[src/design/tcw_pkg.sv]
// ----------------------------------------------------------------------------
// tcw_pkg: shared types and constants for the text console writer
// Opcodes, character codes, register indexes, default geometry and the
// command/status structs between the controller and the datapath.
// ----------------------------------------------------------------------------
package tcw_pkg;

  // default screen geometry
  localparam int DEF_COLS = 80;
  localparam int DEF_ROWS = 25;

  // fixed field widths
  localparam int OP_W      = 2;
  localparam int CHAR_W    = 8;
  localparam int ATTR_W    = 8;
  localparam int CELL_W    = ATTR_W + CHAR_W;
  localparam int CFG_IDX_W = 1;
  localparam int CFG_W     = 8;

  // opcodes
  localparam logic [OP_W-1:0] OP_PUT   = 2'd0;
  localparam logic [OP_W-1:0] OP_CLEAR = 2'd1;
  localparam logic [OP_W-1:0] OP_READ  = 2'd2;

  // control characters
  localparam logic [CHAR_W-1:0] CH_LF = 8'h0A;
  localparam logic [CHAR_W-1:0] CH_CR = 8'h0D;

  // configuration register indexes
  localparam logic [CFG_IDX_W-1:0] REG_TEXT_ATTR = 1'd0;
  localparam logic [CFG_IDX_W-1:0] REG_FILL_ATTR = 1'd1;

  // controller to datapath
  typedef struct packed {
    logic load;       // capture the input word
    logic row_inc;    // cursor down one row
    logic col_zero;   // cursor to column 0
    logic col_inc;    // cursor right one column
    logic home;       // cursor and published cursor to 0
    logic publish;    // publish cursor position
    logic wr_char;    // write character at cursor
    logic wr_copy;    // write read-back cell one row up
    logic wr_blank;   // write blank cell at sweep counter
    logic rd_copy;    // read cell one row below sweep counter
    logic cnt_clr;    // sweep counter to 0 / fill start
    logic cnt_inc;    // sweep counter step
    logic resp_cell;  // capture read data as result
  } tcw_cmd_t;

  // datapath to controller
  typedef struct packed {
    logic is_put;
    logic is_clear;
    logic is_read;
    logic is_lf;
    logic is_cr;
    logic col_full;
    logic at_bottom;
    logic last;
    logic idx_ok;
    logic cnt_zero;
    logic cnt_copy_end;
    logic cnt_last;
  } tcw_status_t;

endpackage

[src/design/tcw_ctrl.sv]
// ----------------------------------------------------------------------------
// tcw_ctrl: controller state machine of the text console writer
// Sequences character writes, scroll copy/fill sweeps, clear sweeps and
// cell reads, and raises the result strobe when a word is finished.
// ----------------------------------------------------------------------------
module tcw_ctrl (
  input  logic                clk,
  input  logic                rst,
  input  logic                start,
  output logic                busy,
  output logic                done,
  input  tcw_pkg::tcw_status_t st,
  output tcw_pkg::tcw_cmd_t    cmd
);
  import tcw_pkg::*;

  typedef enum logic [6:0] {
    S_IDLE   = 7'b0000001,
    S_EXEC   = 7'b0000010,
    S_WRITE  = 7'b0000100,
    S_READ   = 7'b0001000,
    S_SCROLL = 7'b0010000,
    S_FILL   = 7'b0100000,
    S_CLEAR  = 7'b1000000
  } state_t;

  state_t state, state_next;
  logic   done_next;
  logic   printable;
  logic   need_lf;

  assign printable = !st.is_lf && !st.is_cr;
  assign need_lf   = st.is_lf || (printable && st.col_full);
  assign busy      = (state != S_IDLE);

  // next state and commands
  always_comb begin
    state_next = state;
    done_next  = 1'b0;
    cmd        = '0;
    case (state)
      S_IDLE: begin
        if (start) begin
          cmd.load   = 1'b1;
          state_next = S_EXEC;
        end
      end
      S_EXEC: begin
        if (st.is_clear) begin
          cmd.home    = 1'b1;
          cmd.cnt_clr = 1'b1;
          state_next  = S_CLEAR;
        end else if (st.is_read) begin
          if (st.idx_ok) begin
            state_next = S_READ;
          end else begin
            done_next  = 1'b1;
            state_next = S_IDLE;
          end
        end else if (st.is_put) begin
          if (need_lf && st.at_bottom) begin
            cmd.col_zero = printable;
            cmd.cnt_clr  = 1'b1;
            state_next   = S_SCROLL;
          end else if (need_lf) begin
            cmd.row_inc = 1'b1;
            if (printable) begin
              cmd.col_zero = 1'b1;
              state_next   = S_WRITE;
            end else begin
              cmd.publish = st.last;
              done_next   = 1'b1;
              state_next  = S_IDLE;
            end
          end else if (st.is_cr) begin
            cmd.col_zero = 1'b1;
            cmd.publish  = st.last;
            done_next    = 1'b1;
            state_next   = S_IDLE;
          end else begin
            cmd.wr_char = 1'b1;
            cmd.col_inc = 1'b1;
            cmd.publish = st.last;
            done_next   = 1'b1;
            state_next  = S_IDLE;
          end
        end else begin
          // unused opcode: report only
          done_next  = 1'b1;
          state_next = S_IDLE;
        end
      end
      S_WRITE: begin
        cmd.wr_char = 1'b1;
        cmd.col_inc = 1'b1;
        cmd.publish = st.last;
        done_next   = 1'b1;
        state_next  = S_IDLE;
      end
      S_READ: begin
        cmd.resp_cell = 1'b1;
        done_next     = 1'b1;
        state_next    = S_IDLE;
      end
      S_SCROLL: begin
        // read one row below, write the previous read one row up
        cmd.rd_copy = !st.cnt_copy_end;
        cmd.wr_copy = !st.cnt_zero;
        if (st.cnt_copy_end) begin
          state_next = S_FILL;
        end else begin
          cmd.cnt_inc = 1'b1;
        end
      end
      S_FILL: begin
        cmd.wr_blank = 1'b1;
        if (st.cnt_last) begin
          if (printable) begin
            state_next = S_WRITE;
          end else begin
            cmd.publish = st.last;
            done_next   = 1'b1;
            state_next  = S_IDLE;
          end
        end else begin
          cmd.cnt_inc = 1'b1;
        end
      end
      S_CLEAR: begin
        cmd.wr_blank = 1'b1;
        if (st.cnt_last) begin
          done_next  = 1'b1;
          state_next = S_IDLE;
        end else begin
          cmd.cnt_inc = 1'b1;
        end
      end
      default: begin
        state_next = S_IDLE;
      end
    endcase
  end

  // state and strobe registers
  always_ff @(posedge clk) begin
    if (rst) begin
      state <= S_IDLE;
      done  <= 1'b0;
    end else begin
      state <= state_next;
      done  <= done_next;
    end
  end

endmodule

[config.mk]
export PLATFORM = sky130hd
export DESIGN_NAME = tcw_ctrl
export DESIGN_NICKNAME = d
export VERILOG_FILES = /design/src/design/tcw_pkg.sv /design/src/design/tcw_ctrl.sv
export SDC_FILE = /design/constraint.sdc
export NUM_CORES = 1
export LEC_CHECK = 0
export BUFFER_PORTS_ARGS = -buffer_cell sky130_fd_sc_hd__clkbuf_2
export CAP_MARGIN = 20
export CORE_MARGIN = 2
export CORE_UTILIZATION = 47
export CTS_CLUSTER_SIZE = 25
export DETAILED_ROUTE_END_ITERATION = 7
export PLACE_DENSITY = 0.77
export SLEW_MARGIN = 20
export SYNTH_ARGS = -nofsm -noshare
export SYNTH_HDL_FRONTEND = slang
export SYNTH_SLANG_ARGS = --single-unit
export TNS_END_PERCENT = 5
[constraint.sdc]
create_clock -name clk -period 2.7 [get_ports clk]
set_input_delay 0.27 -clock clk [delete_from_list [all_inputs] [get_ports clk]]
set_output_delay 0.27 -clock clk [all_outputs]
set_load 0.05 [all_outputs]
==> flow_metrics.tcl <==
set metrics [dict create \
    fmax_ghz 0.372 \
    reg2reg_depth 5 \
    yosysWarnings 0 \
    synthFlopType "dfxtp_1" \
    netlist_top_cells_count "17 x nor2_1, 12 x nor3_1, 8 x dfxtp_1, 8 x nand2_1, 7 x nor4b_1" \
    worstMarginPinSlew_ns 0.562 \
    cts_sinks 8 \
    synth_area_leader_cell "dfxtp_1" \
    vias 967 \
    crit_slowest_cell "or4_4" \
    path_delay_family "simple AND/OR/NAND/NOR gates" \
    crit_type "reg -> out" \
    power_density_nw_per_um2 307 \
    grt_max_degree 14 \
    ys_seq_area_share_pct 20.5 \
    worstPathMaxFanout 2 \
    grt.overflow.total 0 \
    peakVddDrop_v 0.000297 \
    setup_tns_ns 0 \
    status "complete, no violations" \
    worstPathCellList "or4_4, or4b_4, or4_4, a21boi_2, buf_8" \
    cts.path.max_buffers 2 \
    drtAntennaViolNets 0 \
    synthAdderAreaFrac_pct 0 \
    drt-wirelength-per-cell_um 13.8 \
    cts-root-buf "clkbuf_4" \
    synth_top_family_by_area "simple AND/OR/NAND/NOR gates" \
    dpl.hpwl_um 1660 \
    synth_most_common_cell "nor2_1" \
    critPathArrivalTime_ns 2.42 \
    crit_required_ns 2.43 \
    synth_compound_area_share_pct 15.9 \
    slew-limit-headroom_pct 62.2 \
    drc 0 \
    nNetsFinal 158 \
    cts_buffers 3 \
    worst_clock_skew_ns 0.00231 \
    diodes 0 \
    finalSetupViolations 0 \
    fin_crit_sh_pct 99.4 \
    fin_util_pct 66.9 \
    htree_levels 1 \
    synthMuxAreaShare_pct 2.73 \
    grt_pass1_vias 830 \
    hold_class "in -> reg" \
    num_rows 14 \
    place_congestion 0.900 \
    r2r-end "state[2]" \
    initial_core_util_pct 51.1 \
    synth_nets 124 \
    whs_ns 0.293 \
    fin_crit_ns 2.69 \
    first_pass_iters 4 \
    synth-xor-area-share_pct 4.49 \
    synth_enable_flop_cells 0 \
    clk_pin_slew_worst_paths_ns 0.05 \
    postSynthAreaPerCell_um2 7.15 \
    final-hold-violation-count 0 \
    rsz0062_at_grt "yes" \
    setup_slack_ns 0.0150 \
    hold-path-endpoint "state[1]" \
    numPortBuffers 29 \
    crit_path_max_incr_delay_ns 0.53 \
    hp-start "start" \
    antenna_found_initial 0 \
    async_flop_share_pct 0 \
    power.leakage_nw 0.449 \
    die-area_um2 2000 \
    r2r_slack_ns 0.68 \
    synthToLayoutAreaGrowth_pct 30.8 \
    wirelength_um 2170 \
    synth_cell_types 41 \
    drv_cap 0 \
    core_um2 1520 \
    ys_seq_elements 8 \
    post-place-ws_ns 0.0843 \
    endpoint_kind "output pin" \
    layout-drive-gt1-share_pct 38.3 \
    start_kind "flip-flop" \
    synthTopCellsByArea "dfxtp_1 21%, nor2_1 8.2%, nor4b_1 7.9%" \
    grt_usage_pct 24.4 \
    cts_tree "built" \
    synthCells 109 \
    critical_path_buf_inv_count 1 \
    io_pins 30 \
    yosysTopAreaCellShare_pct 20.5 \
    vias_per_cell 6.16 \
    dieWidth_um 44.7 \
    synth.cell_area_um2 779 \
    grt_pass1_wl_um 3570 \
    die_h_um 44.7 \
    synth-simple-area-share_pct 48.2 \
    final_max_slew_viol_count 0 \
    clk_latency_ns 0.25 \
    holdPathStages 3 \
    crit_top_cell "or4_4" \
    r2r-start "state[4]" \
    drtIter0Drc 41 \
]
## cell type report
cell class	count	area (um^2)
multi-input cells	88	576
fillers	136	504
repair buffers	39	230
flip-flops and latches	8	160
clock buffers	3	22.5
well taps	16	20.0
inverters	3	11.3
## timing repair
item                                    CTS  global route
hold buffers                              0             0
endpoints found under the hold margin     0             0
pin swaps                                 4             0
gates resized for setup                   3             2
endpoints found under the setup margin    1             5
setup buffers                             2             0
## flip-flops by register name, summed over array words and instances (netlist names)
| register | flops |
|---|---|
| done | 1 |
| state | 7 |
## cells by family (layout without fill, tap and decap cells)
logic type | after synthesis | count (layout)
simple gates | 66 | 66
mux | 2 | 2
flops | 8 | 8
compound gates | 16 | 16
buf+inv | 13 | 45
xor+xnor | 4 | 4
## routing by layer
metal	track usage [%]	up-vias	part of all wire, %
met5	0	-	0
met1	29.6	445	42
met4	7.27	0	1.3
met3	6.00	5	9.3
met2	42.3	48	48
li1	-	469	-
## metrics by stage
stage	cells	instance area, um^2	power, W
2_1_floorplan	109	790	0.000193
3_3_place_gp	152	962	0.000223
3_5_place_dp	152	962	0.000225
4_1_cts	157	1010	0.000317
5_1_grt	157	1020	0.000333
6_report	157	1020	0.000313
## cells in the final DEF (no fill, tap or decap), types with 2 or more instances in the layout
cell / instances
xnor2_1: 2
or4_4: 2
nor2_1: 17
nor4b_1: 6
dfxtp_1: 8
o211ai_1: 2
clkbuf_2: 28
nor3_1: 12
nor2b_1: 3
o32ai_1: 3
xor2_1: 2
a21oi_1: 2
inv_1: 3
clkbuf_4: 3
buf_4: 10
or3_1: 3
nand2_1: 8
nand3_1: 3
## power breakdown
group | switching [W] | total [W] | internal, W
sequential | 0.00000168 | 0.000123 | 0.000122
clock | 0.0000374 | 0.0000880 | 0.0000506
combinational | 0.0000636 | 0.000102 | 0.0000384
## worst max path at each step
stage	slack [ns]	endpoint	cells after the start	startpoint
finish	0.01	cmd[7]	5	state[4]
global route	-0.05	cmd[7]	5	state[4]
CTS	0.0008	cmd[11]	6	state[4]
detailed placement	0.08	cmd[7]	5	state[2]
global placement	0.1	cmd[7]	5	state[2]
floorplan	-0.18	cmd[10]	5	state[3]
## worst min-delay path, delay by kind of cell
kind / cells / cell delay (ns)
simple gates: 1 / 0.05
buf+inv: 2 / 0.17
(Power assumes the default switching activity.)
